**config.mk**
```make
export PLATFORM = sky130hd
export DESIGN_NAME = elevator_car_controller
export DESIGN_NICKNAME = d
export VERILOG_FILES = /design/src/hdl/ecc_pkg.sv /design/src/hdl/ecc_ram.sv /design/src/hdl/elevator_car_controller.sv
export SDC_FILE = /design/constraint.sdc
export NUM_CORES = 2
export LEC_CHECK = 0
export BUFFER_PORTS_ARGS = -buffer_cell sky130_fd_sc_hd__buf_4
export CELL_PAD_IN_SITES_DETAIL_PLACEMENT = 1
export CELL_PAD_IN_SITES_GLOBAL_PLACEMENT = 1
export CORE_MARGIN = 1.5
export CORE_UTILIZATION = 45
export DETAILED_ROUTE_END_ITERATION = 10
export PLACE_DENSITY = 0.81
export SETUP_SLACK_MARGIN = 0.3
export SLEW_MARGIN = 15
export SYNTH_ARGS = -nofsm -noshare
export SYNTH_HDL_FRONTEND = slang
export SYNTH_HIERARCHICAL = 1
export SYNTH_SLANG_ARGS = --single-unit
```
**constraint.sdc**
```tcl
create_clock -name clk -period 7.9 [get_ports clk]
set_clock_uncertainty 0.1 [all_clocks]
set_input_delay 1.58 -clock clk [delete_from_list [all_inputs] [get_ports clk]]
set_output_delay 1.58 -clock clk [all_outputs]
set_load 0.005 [all_outputs]
```
**src/hdl/ecc_pkg.sv**
```systemverilog
// Shared types and constants of the elevator car controller.
package ecc_pkg;

	// Command codes carried on the mode input.
	localparam logic [2:0] MODE_TICK    = 3'd0;
	localparam logic [2:0] MODE_REQUEST = 3'd1;
	localparam logic [2:0] MODE_OPEN    = 3'd2;
	localparam logic [2:0] MODE_CLOSE   = 3'd3;
	localparam logic [2:0] MODE_STOP    = 3'd4;
	localparam logic [2:0] MODE_VENT    = 3'd5;

	// Configuration register indexes.
	localparam logic [2:0] REG_FLOOR_COUNT  = 3'd0;
	localparam logic [2:0] REG_FLOOR_HEIGHT = 3'd1;
	localparam logic [2:0] REG_CAR_SPEED    = 3'd2;
	localparam logic [2:0] REG_DOOR_RATE    = 3'd3;
	localparam logic [2:0] REG_DOOR_HOLD    = 3'd4;

	// Configuration reset values.
	localparam logic [4:0]  RST_FLOOR_COUNT  = 5'd16;
	localparam logic [19:0] RST_FLOOR_HEIGHT = 20'd196608;
	localparam logic [19:0] RST_CAR_SPEED    = 20'd131072;
	localparam logic [19:0] RST_DOOR_RATE    = 20'd117965;
	localparam logic [19:0] RST_DOOR_HOLD    = 20'd327680;

	// Door fully open, 1.0 with 16 fraction bits.
	localparam logic [16:0] DOOR_FULL = 17'h10000;

	// Car operating modes as reported on car_mode.
	typedef enum logic [2:0] {
		CM_IDLE    = 3'd0,
		CM_MOVING  = 3'd1,
		CM_STOPPED = 3'd2,
		CM_OPENING = 3'd3,
		CM_OPEN    = 3'd4,
		CM_CLOSING = 3'd5
	} car_mode_t;

	// Sequencer states.
	typedef enum logic [5:0] {
		ST_IDLE      = 6'b000001,
		ST_SCAN      = 6'b000010,
		ST_MUL_ISSUE = 6'b000100,
		ST_MUL_TAKE  = 6'b001000,
		ST_EXEC      = 6'b010000,
		ST_DONE      = 6'b100000
	} seq_state_t;

	// Product selected on the shared multiplier.
	typedef enum logic [1:0] {
		MS_MOVE = 2'd0,
		MS_DOOR = 2'd1,
		MS_GOAL = 2'd2
	} mul_sel_t;

endpackage

```
**src/hdl/ecc_ram.sv**
```systemverilog
// Generic single-write, single-read RAM with registered read data.
module ecc_ram #(
	parameter int WIDTH = 4,
	parameter int DEPTH = 16
) (
	input  logic                     clk,
	input  logic                     wr_en,
	input  logic [$clog2(DEPTH)-1:0] wr_addr,
	input  logic [WIDTH-1:0]         wr_data,
	input  logic                     rd_en,
	input  logic [$clog2(DEPTH)-1:0] rd_addr,
	output logic [WIDTH-1:0]         rd_data
);

	logic [WIDTH-1:0] mem [DEPTH];

	// Write port.
	always_ff @(posedge clk) begin
		if (wr_en) begin
			mem[wr_addr] <= wr_data;
		end
	end

	// Registered read port.
	always_ff @(posedge clk) begin
		if (rd_en) begin
			rd_data <= mem[rd_addr];
		end
	end

endmodule

```
**src/hdl/elevator_car_controller.sv**
```systemverilog
// A command is searched against the queue entries (the whole fill for a floor request, the front
// entry or none otherwise); a tick then forms its three products in turn through the one shared
// multiplier. One command is handled at a time; start is taken again in the cycle after done.
// The result is on the ports for the single done cycle and the receiver cannot stall it.
// Reset (arst_n low, asynchronous) puts the car idle at floor 0 with an empty request queue.
module elevator_car_controller
	import ecc_pkg::*;
#(
	parameter int MAX_FLOORS = 16
) (
	input  logic        clk,
	input  logic        arst_n,
	input  logic        start,
	output logic        busy,
	input  logic [2:0]  mode,
	input  logic [3:0]  floor_index,
	input  logic [15:0] tick_time,
	input  logic        cfg_valid,
	output logic        cfg_ready,
	input  logic [2:0]  cfg_index,
	input  logic [19:0] cfg_data,
	output logic        done,
	output logic [2:0]  car_mode,
	output logic [3:0]  at_floor,
	output logic [3:0]  goal_floor,
	output logic [23:0] car_height,
	output logic [16:0] door_fraction,
	output logic        fan_on,
	output logic [4:0]  pending_count
);

	localparam int AW  = $clog2(MAX_FLOORS);
	localparam int FW  = $clog2(MAX_FLOORS + 1);
	localparam int SW  = FW + 1;
	localparam int LIM = (MAX_FLOORS < 16) ? MAX_FLOORS : 16;
	localparam logic [4:0]    LIM5    = 5'(LIM);
	localparam logic [FW-1:0] FILL_MAX = FW'(MAX_FLOORS);
	localparam logic [SW-1:0] DEPTH_S  = SW'(MAX_FLOORS);
	localparam logic [AW-1:0] LAST_A   = AW'(MAX_FLOORS - 1);

	// Configuration registers.
	logic [4:0]  cfg_floors_q;
	logic [19:0] cfg_height_q;
	logic [19:0] cfg_speed_q;
	logic [19:0] cfg_rate_q;
	logic [19:0] cfg_hold_q;

	// Car state.
	car_mode_t     car_mode_q;
	logic [3:0]    at_floor_q;
	logic [3:0]    goal_q;
	logic [23:0]   height_q;
	logic [16:0]   door_q;
	logic [20:0]   hold_q;
	logic          ext_q;
	logic          fan_q;
	logic [3:0]    fan_floor_q;
	logic [AW-1:0] head_q;
	logic [FW-1:0] fill_q;

	// Command and sequencer registers.
	seq_state_t    state_q;
	logic [2:0]    mode_q;
	logic [3:0]    floor_q;
	logic [15:0]   tick_q;
	logic [FW-1:0] idx_q;
	logic          pend_q;
	logic          pend_first_q;
	logic [3:0]    front_q;
	logic          found_q;
	mul_sel_t      sel_q;
	logic [35:0]   prod_q;
	logic [19:0]   mv_q;
	logic [19:0]   dd_q;
	logic [23:0]   ty_q;

	// Queue memory ports.
	logic          rd_en;
	logic [AW-1:0] rd_addr;
	logic [3:0]    rd_data;
	logic          wr_en;
	logic [AW-1:0] tail_addr;

	// Pop advances the head with wraparound at the queue depth.
	function automatic logic [AW-1:0] head_inc(input logic [AW-1:0] hd);
		return (hd == LAST_A) ? '0 : hd + AW'(1);
	endfunction

	// Queue slot at an offset from the head, wrapped once at the depth.
	function automatic logic [AW-1:0] slot_at(input logic [AW-1:0] hd, input logic [FW-1:0] off);
		logic [SW-1:0] sum;
		sum = SW'(hd) + SW'(off);
		if (sum >= DEPTH_S) begin
			sum = sum - DEPTH_S;
		end
		return sum[AW-1:0];
	endfunction

	// Saturate the requested floor to the served floor range.
	logic [4:0] eff_count;
	logic [3:0] top_floor;
	logic [3:0] floor_sat;

	always_comb begin
		if (cfg_floors_q == 5'd0) begin
			eff_count = 5'd1;
		end else if (cfg_floors_q > LIM5) begin
			eff_count = LIM5;
		end else begin
			eff_count = cfg_floors_q;
		end
		top_floor = 4'(eff_count - 5'd1);
		floor_sat = (floor_index > top_floor) ? top_floor : floor_index;
	end

	// The search covers the whole queue for a request, only the front otherwise.
	logic [FW-1:0] scan_n;
	logic          scan_issue;

	always_comb begin
		if (mode_q == MODE_REQUEST) begin
			scan_n = fill_q;
		end else begin
			scan_n = (fill_q != '0) ? FW'(1) : '0;
		end
		scan_issue = (state_q == ST_SCAN) && (idx_q < scan_n);
		rd_en      = scan_issue;
		rd_addr    = slot_at(head_q, idx_q);
		tail_addr  = slot_at(head_q, fill_q);
	end

	// Shared multiplier operands.
	logic [19:0] op_a;
	logic [15:0] op_b;

	always_comb begin
		unique case (sel_q)
			MS_MOVE: begin
				op_a = cfg_speed_q;
				op_b = tick_q;
			end
			MS_DOOR: begin
				op_a = cfg_rate_q;
				op_b = tick_q;
			end
			MS_GOAL: begin
				op_a = cfg_height_q;
				op_b = {12'd0, goal_q};
			end
			default: begin
				op_a = '0;
				op_b = '0;
			end
		endcase
	end

	// Next car state for the command being executed.
	car_mode_t     nx_mode;
	logic [3:0]    nx_at;
	logic [3:0]    nx_goal;
	logic [23:0]   nx_height;
	logic [16:0]   nx_door;
	logic [20:0]   nx_hold;
	logic          nx_ext;
	logic          nx_fan;
	logic [3:0]    nx_fan_floor;
	logic [AW-1:0] nx_head;
	logic [FW-1:0] nx_fill;
	logic          push;

	always_comb begin
		logic [24:0] up_sum;
		logic [23:0] down_gap;
		logic [20:0] door_sum;
		logic [3:0]  first;
		logic        do_arrive;
		logic        do_start;

		nx_mode      = car_mode_q;
		nx_at        = at_floor_q;
		nx_goal      = goal_q;
		nx_height    = height_q;
		nx_door      = door_q;
		nx_hold      = hold_q;
		nx_ext       = ext_q;
		nx_fan       = fan_q;
		nx_fan_floor = fan_floor_q;
		nx_head      = head_q;
		nx_fill      = fill_q;
		push         = 1'b0;
		up_sum       = {1'b0, height_q} + 25'(mv_q);
		down_gap     = height_q - ty_q;
		door_sum     = {4'd0, door_q} + {1'b0, dd_q};
		first        = front_q;
		do_arrive    = 1'b0;
		do_start     = 1'b0;

		unique case (mode_q)
			MODE_TICK: begin
				if (tick_q != '0) begin
					unique case (car_mode_q)
						CM_IDLE: begin
							if (door_q == '0 && fill_q != '0) begin
								do_start = 1'b1;
							end
						end
						CM_MOVING: begin
							if (ty_q > height_q) begin
								if (up_sum >= {1'b0, ty_q}) begin
									do_arrive = 1'b1;
								end else begin
									nx_height = up_sum[23:0];
								end
							end else if ({4'd0, mv_q} >= down_gap) begin
								do_arrive = 1'b1;
							end else begin
								nx_height = height_q - 24'(mv_q);
							end
						end
						CM_OPENING: begin
							if (door_sum >= 21'(DOOR_FULL)) begin
								nx_door = DOOR_FULL;
								nx_hold = {1'b0, cfg_hold_q};
								nx_ext  = 1'b0;
								nx_mode = CM_OPEN;
							end else begin
								nx_door = door_sum[16:0];
							end
						end
						CM_OPEN: begin
							if ({5'd0, tick_q} >= hold_q) begin
								nx_hold = '0;
								nx_mode = CM_CLOSING;
							end else begin
								nx_hold = hold_q - 21'(tick_q);
							end
						end
						CM_CLOSING: begin
							if (dd_q >= {3'd0, door_q}) begin
								nx_door  = '0;
								nx_mode  = CM_IDLE;
								do_start = 1'b1;
							end else begin
								nx_door = door_q - 17'(dd_q);
							end
						end
						default: begin
						end
					endcase
				end
			end
			MODE_REQUEST: begin
				if (floor_q == goal_q && (car_mode_q == CM_MOVING || car_mode_q == CM_STOPPED)) begin
				end else if (found_q) begin
				end else if (car_mode_q == CM_IDLE && floor_q == at_floor_q && door_q == '0) begin
					nx_mode = CM_OPENING;
				end else if (fill_q < FILL_MAX) begin
					push    = 1'b1;
					nx_fill = fill_q + FW'(1);
					if (fill_q == '0) begin
						first = floor_q;
					end
					if (car_mode_q == CM_IDLE && door_q == '0) begin
						do_start = 1'b1;
					end
				end
			end
			MODE_OPEN: begin
				if (car_mode_q == CM_OPEN && !ext_q) begin
					nx_hold = hold_q + {1'b0, cfg_hold_q};
					nx_ext  = 1'b1;
				end
			end
			MODE_CLOSE: begin
				if (car_mode_q == CM_OPEN) begin
					nx_hold = '0;
				end
				if (car_mode_q == CM_OPENING) begin
					nx_mode = CM_CLOSING;
				end
			end
			MODE_STOP: begin
				if (car_mode_q == CM_MOVING) begin
					nx_mode = CM_STOPPED;
				end else if (car_mode_q == CM_STOPPED) begin
					nx_mode = CM_MOVING;
				end
			end
			MODE_VENT: begin
				nx_fan = !fan_q;
				if (!fan_q) begin
					if (car_mode_q == CM_MOVING || car_mode_q == CM_STOPPED) begin
						nx_fan_floor = goal_q;
					end else if (fill_q != '0) begin
						nx_fan_floor = front_q;
					end else begin
						nx_fan_floor = at_floor_q;
					end
				end
			end
			default: begin
			end
		endcase

		// Arrival: snap to the goal height, drop the goal from the front, open.
		if (do_arrive) begin
			nx_height = ty_q;
			nx_at     = goal_q;
			if (fill_q != '0 && front_q == goal_q) begin
				nx_head = head_inc(head_q);
				nx_fill = fill_q - FW'(1);
			end
			if (fan_q && goal_q == fan_floor_q) begin
				nx_fan = 1'b0;
			end
			nx_mode = CM_OPENING;
		end

		// Start the next queued move, open at once if it is this floor, or go idle if the queue is empty.
		if (do_start) begin
			if (nx_fill != '0 && first == at_floor_q) begin
				nx_head = head_inc(head_q);
				nx_fill = nx_fill - FW'(1);
				nx_mode = CM_OPENING;
			end else if (nx_fill == '0) begin
				nx_mode = CM_IDLE;
			end else begin
				nx_goal = first;
				nx_mode = CM_MOVING;
			end
		end
	end

	assign wr_en = (state_q == ST_EXEC) && push;

	// Request queue storage.
	ecc_ram #(
		.WIDTH(4),
		.DEPTH(MAX_FLOORS)
	) u_queue (
		.clk    (clk),
		.wr_en  (wr_en),
		.wr_addr(tail_addr),
		.wr_data(floor_q),
		.rd_en  (rd_en),
		.rd_addr(rd_addr),
		.rd_data(rd_data)
	);

	// Configuration writes.
	assign cfg_ready = 1'b1;

	always_ff @(posedge clk or negedge arst_n) begin
		if (!arst_n) begin
			cfg_floors_q <= RST_FLOOR_COUNT;
			cfg_height_q <= RST_FLOOR_HEIGHT;
			cfg_speed_q  <= RST_CAR_SPEED;
			cfg_rate_q   <= RST_DOOR_RATE;
			cfg_hold_q   <= RST_DOOR_HOLD;
		end else if (cfg_valid && cfg_ready) begin
			unique case (cfg_index)
				REG_FLOOR_COUNT:  cfg_floors_q <= cfg_data[4:0];
				REG_FLOOR_HEIGHT: cfg_height_q <= cfg_data;
				REG_CAR_SPEED:    cfg_speed_q  <= cfg_data;
				REG_DOOR_RATE:    cfg_rate_q   <= cfg_data;
				REG_DOOR_HOLD:    cfg_hold_q   <= cfg_data;
				default: begin
				end
			endcase
		end
	end

	// Command sequencer: accept, search the queue, form products for a tick, execute, report.
	always_ff @(posedge clk or negedge arst_n) begin
		if (!arst_n) begin
			state_q      <= ST_IDLE;
			idx_q        <= '0;
			pend_q       <= 1'b0;
			pend_first_q <= 1'b0;
			found_q      <= 1'b0;
			sel_q        <= MS_MOVE;
		end else begin
			unique case (state_q)
				ST_IDLE: begin
					if (start) begin
						idx_q   <= '0;
						pend_q  <= 1'b0;
						found_q <= 1'b0;
						state_q <= ST_SCAN;
					end
				end
				ST_SCAN: begin
					pend_q       <= scan_issue;
					pend_first_q <= (idx_q == '0);
					if (scan_issue) begin
						idx_q <= idx_q + FW'(1);
					end
					if (pend_q && rd_data == floor_q) begin
						found_q <= 1'b1;
					end
					if (!scan_issue) begin
						sel_q   <= MS_MOVE;
						state_q <= (mode_q == MODE_TICK) ? ST_MUL_ISSUE : ST_EXEC;
					end
				end
				ST_MUL_ISSUE: begin
					state_q <= ST_MUL_TAKE;
				end
				ST_MUL_TAKE: begin
					if (sel_q == MS_GOAL) begin
						state_q <= ST_EXEC;
					end else begin
						sel_q   <= (sel_q == MS_MOVE) ? MS_DOOR : MS_GOAL;
						state_q <= ST_MUL_ISSUE;
					end
				end
				ST_EXEC: begin
					state_q <= ST_DONE;
				end
				ST_DONE: begin
					state_q <= ST_IDLE;
				end
				default: begin
					state_q <= ST_IDLE;
				end
			endcase
		end
	end

	// Command payload, front entry and products.
	always_ff @(posedge clk) begin
		if (state_q == ST_IDLE && start) begin
			mode_q  <= mode;
			floor_q <= floor_sat;
			tick_q  <= tick_time;
		end
		if (state_q == ST_SCAN && pend_q && pend_first_q) begin
			front_q <= rd_data;
		end
		if (state_q == ST_MUL_ISSUE) begin
			prod_q <= {16'd0, op_a} * {20'd0, op_b};
		end
		if (state_q == ST_MUL_TAKE) begin
			unique case (sel_q)
				MS_MOVE: mv_q <= prod_q[35:16];
				MS_DOOR: dd_q <= prod_q[35:16];
				MS_GOAL: ty_q <= prod_q[23:0];
				default: begin
				end
			endcase
		end
	end

	// Car state update at the execute step.
	always_ff @(posedge clk or negedge arst_n) begin
		if (!arst_n) begin
			car_mode_q  <= CM_IDLE;
			at_floor_q  <= '0;
			goal_q      <= '0;
			height_q    <= '0;
			door_q      <= '0;
			hold_q      <= '0;
			ext_q       <= 1'b0;
			fan_q       <= 1'b0;
			fan_floor_q <= '0;
			head_q      <= '0;
			fill_q      <= '0;
		end else if (state_q == ST_EXEC) begin
			car_mode_q  <= nx_mode;
			at_floor_q  <= nx_at;
			goal_q      <= nx_goal;
			height_q    <= nx_height;
			door_q      <= nx_door;
			hold_q      <= nx_hold;
			ext_q       <= nx_ext;
			fan_q       <= nx_fan;
			fan_floor_q <= nx_fan_floor;
			head_q      <= nx_head;
			fill_q      <= nx_fill;
		end
	end

	// Result ports show the state after the command during the done cycle.
	assign busy          = (state_q != ST_IDLE);
	assign done          = (state_q == ST_DONE);
	assign car_mode      = car_mode_q;
	assign at_floor      = at_floor_q;
	assign goal_floor    = goal_q;
	assign car_height    = height_q;
	assign door_fraction = door_q;
	assign fan_on        = fan_q;
	assign pending_count = 5'(fill_q);

`ifndef SYNTHESIS
	a_fill_bound: assert property (@(posedge clk) disable iff (!arst_n)
		fill_q <= FILL_MAX)
		else $error("request queue fill exceeds its depth");

	a_open_door: assert property (@(posedge clk) disable iff (!arst_n)
		(car_mode_q == CM_OPEN) |-> (door_q == DOOR_FULL))
		else $error("car reports doors open while they are not fully open");

	a_idle_door: assert property (@(posedge clk) disable iff (!arst_n)
		(car_mode_q == CM_IDLE) |-> (door_q == '0))
		else $error("car idle with doors not closed");

	a_accept_scan: assert property (@(posedge clk) disable iff (!arst_n)
		(start && !busy) |=> (state_q == ST_SCAN))
		else $error("accepted command did not enter the queue search");

	a_done_free: assert property (@(posedge clk) disable iff (!arst_n)
		done |=> !busy)
		else $error("block still busy after reporting a result");
`endif

endmodule
```
### After elaboration in Yosys (flattened, before gate mapping)

Memories as Yosys holds them, arrays and structs flattened. A register that Yosys moved wholly into a read port is not among the register bits.
Index checks and enable logic that the tools add are counted.
Widths: inputs -> output; s select.

* bits of input ports: 50
* memory bits (writable): 64
* bits in latches: 0
* word-level logic and storage cells: 290
* ROM bits: 0
* bits in registers: 316
* output and inout bits: 61
* memories: 1

* shift operators: 0
* reduce and logical (&&, ||, !) cells: 61
* bitwise operators: 3
* add/sub/neg operators: 17
* div/mod/pow operators: 0
* multiplexer cells: 111
* eq/ne operators: 54
* order comparisons: 12
* multipliers: 1

Memory list
* u_queue.mem: words 16, bits a word 4, read ports 1, clocked after Yosys merged registers in 1, wr ports 1, line ecc_ram.sv:15 `logic [WIDTH-1:0] mem [DEPTH];`

Operators by type and width (count)
* $mux 24: 7
* $mux 21: 5
* $mux 4: 18
* $mux 5: 14
* $pmux 21 s3: 1
* $pmux 20 s3: 1
* $pmux 21 s2: 1
* $mul 20x16->36: 1
* $mux 3: 12
* $mux 17: 2
* $pmux 17 s2: 1
* $mux 1: 32
* $pmux 16 s2: 1
* $pmux 6 s5: 1
* $add 24x20->25: 1
* $ge 25x24->1: 1
* $eq 4x4->1: 6
* $ge 20x24->1: 1
* $gt 24x24->1: 1
* $sub 24x20->24: 1
* $sub 24x24->24: 1
* $reduce_and 2->1: 11
* $add 17x20->21: 1
* $add 21x20->21: 1
* other kinds (63): 137

### Depth between registers and ports, before layout

* depth in word-level cells: 13
* mapped depth: 32
* gate-level depth less buffers: 30

### Cells and area by module

The synthesis kept the hierarchy.

By module, submodules not included
* elevator_car_controller: instances 1, area an instance 32098.3 um^2, sequential area each 8564.5 um^2, cells each 3513
* ecc_ram: instances 1, area an instance 2706.3 um^2, sequential area each 2042.0 um^2, cells each 130

### Worst setup path after synthesis

No wires, ideal clock.

* kind: flip-flop to flip-flop
* start: reg sel_q[1]
* end: reg prod_q[33] (data pin)
* setup time: 258 ps
* path buffers: 3
* data required time: 7542 ps
* cell stages (with the launch flop): 30
* period minus slack after synthesis: 7653 ps
* setup slack: 247 ps
* data arrival time: 7295 ps
* cell sequence: dfrtp_1 -> clkbuf_1 -> clkbuf_1 -> clkbuf_1 -> mux2i_1 -> nor2_1 -> a21oi_1 -> nor2_1 -> fa_1 -> inv_1 -> fa_1 -> inv_1 -> ha_1 -> inv_1 -> fa_1 -> inv_1 -> fa_1 -> inv_1 -> fa_1 -> inv_1 -> ha_1 -> or2_2 -> a31oi_1 -> o21ai_0 -> o21a_1 -> a41o_1 -> a211o_1 -> a31o_2 -> a21oi_1 -> xnor2_1

* cells in the longest elaborated chain, start to end: 4
* elaborated cells between the ends (all ways): 7
* classes of those cells: mul (1); eq/ne (2); mux (2); reduce/logical (2)

RTL lines
* start: declaration: line elevator_car_controller.sv:71 `mul_sel_t sel_q;`
* start signal: assignment: line elevator_car_controller.sv:413 `sel_q <= (sel_q == MS_MOVE) ? MS_DOOR : MS_GOAL;`
* $eq 2x1->1 or $logic_not 2->1 (tied branches): line elevator_car_controller.sv:137 `unique case (sel_q)`
* $reduce_or 2->1 (no source line)
* $pmux 16 s2: line elevator_car_controller.sv:137
* $mul 20x16->36 *: line elevator_car_controller.sv:441 `prod_q <= {16'd0, op_a} * {20'd0, op_b};`
* end signal: assignment: line elevator_car_controller.sv:441
* end: declaration: line elevator_car_controller.sv:72 `logic [35:0] prod_q;`

Mark *: on every way between the ends. The rest lies on a longest branch, timed or not.
A chain may end at the register's enable or synchronous reset.

### Worst setup path after layout

Ends and elaborated chain as after synthesis.

==> results.md <==
- The gate family responsible for the most delay along the worst path is adder cells.
- The first routing iteration left 2001 violations.
- The maximum number of pins on one net before global-route repair is 135.
- For the pin with the worst max-slew slack, the measured transition is 1030 ps.
- The count of yosys warnings during synthesis is 6.
- The die is 281 µm tall.
- The top flip-flop cell by instance count after synthesis is edfxtp_1.
- After clock tree synthesis, the clock-pin slew on the worst setup and hold paths is 60 ps.
- The type of destination of the critical path is a flop.
- After Yosys synthesis, full adders, half adders and majority gates account for 26.5% of the synthesized area.
- TritonCTS built the clock tree.
- The xor-xnor portion of the synthesized cell area is 3.90%.
- The number of antenna violations at the first check in global routing is 0.
- The met3 track demand over resource in global routing is 3.77%.
- The count of unique library cells instantiated by Yosys is 91.
- The critical path is of the flop to flop type.
- The number of nets in the synthesized netlist is 4276.
- The total area of sequential cells is 10600 µm².
- The number of sinks handled by clock tree synthesis is 384.
- At the end of routability-driven placement, the weighted congestion stood at 0.940.
- The worst hold margin is 319 ps.
- Data on the critical path arrives at its endpoint at 7660 ps.
- The HPWL reported at the end of detailed placement is 88900 µm.
- In this run the mean area of a mapped cell was 9.55 µm².
- After floorplanning, the core was sized to cover 76200 µm².
- The count of buffer and inverter cells on the critical path is 6.
- The number of placement rows is 101.
- The critical path crosses 26 cells after its start point.
- The clock reaches the later pin of the worst-skew pair after 600 ps.
- The vias after detailed routing is 28300.
- Using the TritonRoute via totals, the vias-per-cell ratio works out to 5.85.
- Leaving out fill and tap cells, the most frequent cell in the layout is inv_1.
- By instance count, the cell type seen most on the critical path is fa_1.
- The total track usage is 29.0%.
- The post-layout net count is 4407.
- The endpoint of the lowest-slack register-to-register path is prod_q[33].
- After detailed placement, the total cell area comes to 37200 µm².
- The total overflow left after global routing is 0.
- Summing the areas of all compound-gate instances in the mapped netlist gives 13.8% of the synthesized area.
- The delay of the slowest critical-path stage is 570 ps.
- The endpoint required time on the critical path is 8140 ps.
- The final-report hold violation count is 0.
- The tool flagged a number of max-cap violations equal to 0.
- Setup violations remaining at the end of the flow were counted as 0.
- Setup repair after global routing could not meet its margin everywhere.
- The relative area change from synthesis to final layout is 11.7%.
- The number of flops mapped to enable cells by yosys is 195.
- The layout has 8607 filler cells.
- The number of remaining DRC errors is 0.
- The first-pass iteration count of the detailed router is 6.
- Along the worst path, the maximum fanout reaches 27.
- The dominant combinational cell family by area after synthesis is adder cells.
- For met2 alone, demand over resource in global routing was 48.7%.
- In the global route stage, met1 resource usage came out at 38.0%.
- The via count of the first global-routing pass is 30300.
- In the final layout, the multi-input gates occupy 22200 µm².
- Derived from the worst setup path, the maximum achievable clock frequency is 135 MHz.
- In this run the register-to-register setup slack is 480 ps.
- The post-detailed-route wirelength per cell is 23.6 µm.
- The die area is 79000 µm².
- The worst path uses 93.9% of the clock period.
- The share of async-settable or async-resettable flops after synthesis is 49.2%.
- The flow ran to the end, and the final reports show no timing, DRC or antenna violations.
- The proportion of synthesized area in mux cells is 5.40%.
- In this run the worst setup path begins at sel_q[1].
- The count of input and output buffers is 109.
- The critical path startpoint category is a flop.
- In the final timing run, aggregate negative setup slack is 0 ps.
- Counting flops and latches in the post-synthesis netlist gives 384.
- The share of post-route cells with drive strength above 1 is 12.6%.
- The number of top-level pins is 111.
- The first global-routing pass estimated 177000 µm of wire.
- In this run the tightest slew margin relative to its limit is 31.1%.
- The worst reg-to-reg path cell count is 26.
- Following the worst setup path forward leads to its endpoint at prod_q[33].
- The most congested layer reported by global routing is met2.
- The tree is rooted in a clkbuf_16.
- In this run the number of H-tree levels came out at 2.
- The post-layout instance area is 38900 µm².
- Of the total synthesized cell area, the portion taken by AND, OR, NAND and NOR gates is 13.3%.
- The max-slew violation total from the final report is 0.
- The worst flop-to-flop path startpoint is sel_q[1].
- After detailed routing, the total wire length is 114000 µm.
- The library cells used most frequently in the layout, excluding fill and tap cells, are inv_1 (470), nor2_1 (367), nand2_1 (358).
- The number of routed nets with antenna violations is 0.
- The die outline width is 281 µm.
- The sequential fraction of the synthesis area is 30.5%.
- On the critical path, the stage with the largest delay is an instance of fa_1.
- The minimum clock period is 7420 ps.
- In this run the deepest clock path goes through 3 buffers.
- Clock tree synthesis inserted a total of 45 buffers.
- The cell count after synthesis is 3643.
- The number of hold buffers added after CTS was 0.
- The path class of the tightest hold or removal check is flop to flop.
- The antenna diode count is 0.
- The starting utilization of the core area is 45.7%.
- Summing every instance area after synthesis gives 34800 µm².
-- per-stage QoR --
step	utilization (%)	setup slack [ps]	std cells
3_3_place_gp	48.8	389	4747
2_1_floorplan	-	406	3643
6_report	51.0	481	4841
5_1_grt	51.0	238	4841
4_1_cts	50.8	300	4833
3_5_place_dp	48.8	140	4747
-- flip-flops by register name (all words and copies together), names as in the netlist, 4 cells and up --
register and cells:
hold_q 21, u_queue/mem 64, at_floor 4, prod_q 36, cfg_speed_q 20, pending_count 5
cfg_floors_q 5, dd_q 20, tick_q 16, state_q 6, floor_q 4, car_height 24
u_queue/rd_data 4, idx_q 5, mv_q 20, cfg_hold_q 20, fan_floor_q 4, goal_floor 4
head_q 4, door_fraction 17, ty_q 24, cfg_height_q 20, front_q 4, cfg_rate_q 20
-- worst min path at each step --
stage	cells after the start	to	startpoint
final	0	ty_q[8]	prod_q[8]
after global routing	0	ty_q[13]	prod_q[13]
after CTS	0	ty_q[8]	prod_q[8]
after detailed placement	0	ty_q[8]	prod_q[8]
after global placement	0	ty_q[7]	prod_q[7]
after floorplan	0	ty_q[0]	prod_q[0]
-- metal layers --
metal / up-vias / routed length (µm)
met5: - / 0
met4: 0 / 4570
met3: 244 / 6570
met2: 1009 / 54500
met1: 14400 / 48500
li1: 12700 / -
-- cells in the mapped netlist (34+ instances only) --
| library cell | n | area, µm² |
|---|---|---|
| inv_1 | 470 | 1760 |
| nor2_1 | 369 | 1390 |
| nand2_1 | 358 | 1340 |
| ha_1 | 324 | 4050 |
| fa_1 | 259 | 5180 |
| a21oi_1 | 199 | 996 |
| edfxtp_1 | 195 | 5860 |
| o21ai_0 | 177 | 886 |
| dfrtp_1 | 172 | 4300 |
| clkbuf_1 | 108 | 405 |
| xnor2_1 | 97 | 850 |
| mux2_2 | 93 | 1050 |
| a21o_1 | 68 | 510 |
| xor2_1 | 58 | 508 |
| nand3_1 | 45 | 225 |
| nor3_1 | 45 | 225 |
| mux2i_1 | 42 | 420 |
| nand2b_1 | 40 | 250 |
| nor2b_1 | 38 | 238 |
| o21bai_1 | 34 | 255 |
-- kinds of logic (layout without fill, tap and decap cells) --
group / count (synthesis) / after routing
muxes: 151 / 151
DFF: 384 / 384
other: 1 / 1
adders and majority gates: 583 / 583
and+or+nand+nor: 1036 / 1036
AOI/OAI and AO/OA: 740 / 740
xor gates and xnor gates: 155 / 155
buffers and inverters: 593 / 761
-- final cells by class --
class                           instances  share of cell area [%]
Clock inverter                         22                   0.579
Sequential cell                       384                    27.3
Inverter                              470                    4.54
Multi-Input combinational cell       2666                    57.0
Clock buffer                           62                    3.17
Tap cell                             1030                    3.31
Timing Repair Buffer                  207                    4.12
-- timing repair --
action | in CTS | in global routing
setup endpoints to repair | 4 | 13
hold endpoints to repair | 0 | 0
gates resized for setup | 17 | 41
pin swaps | 0 | 1
setup buffers | 2 | 8
cloned | 0 | 0
Power is not shown: default switching activity piles up to over one toggle a cycle in this logic, so the estimate is an artifact.
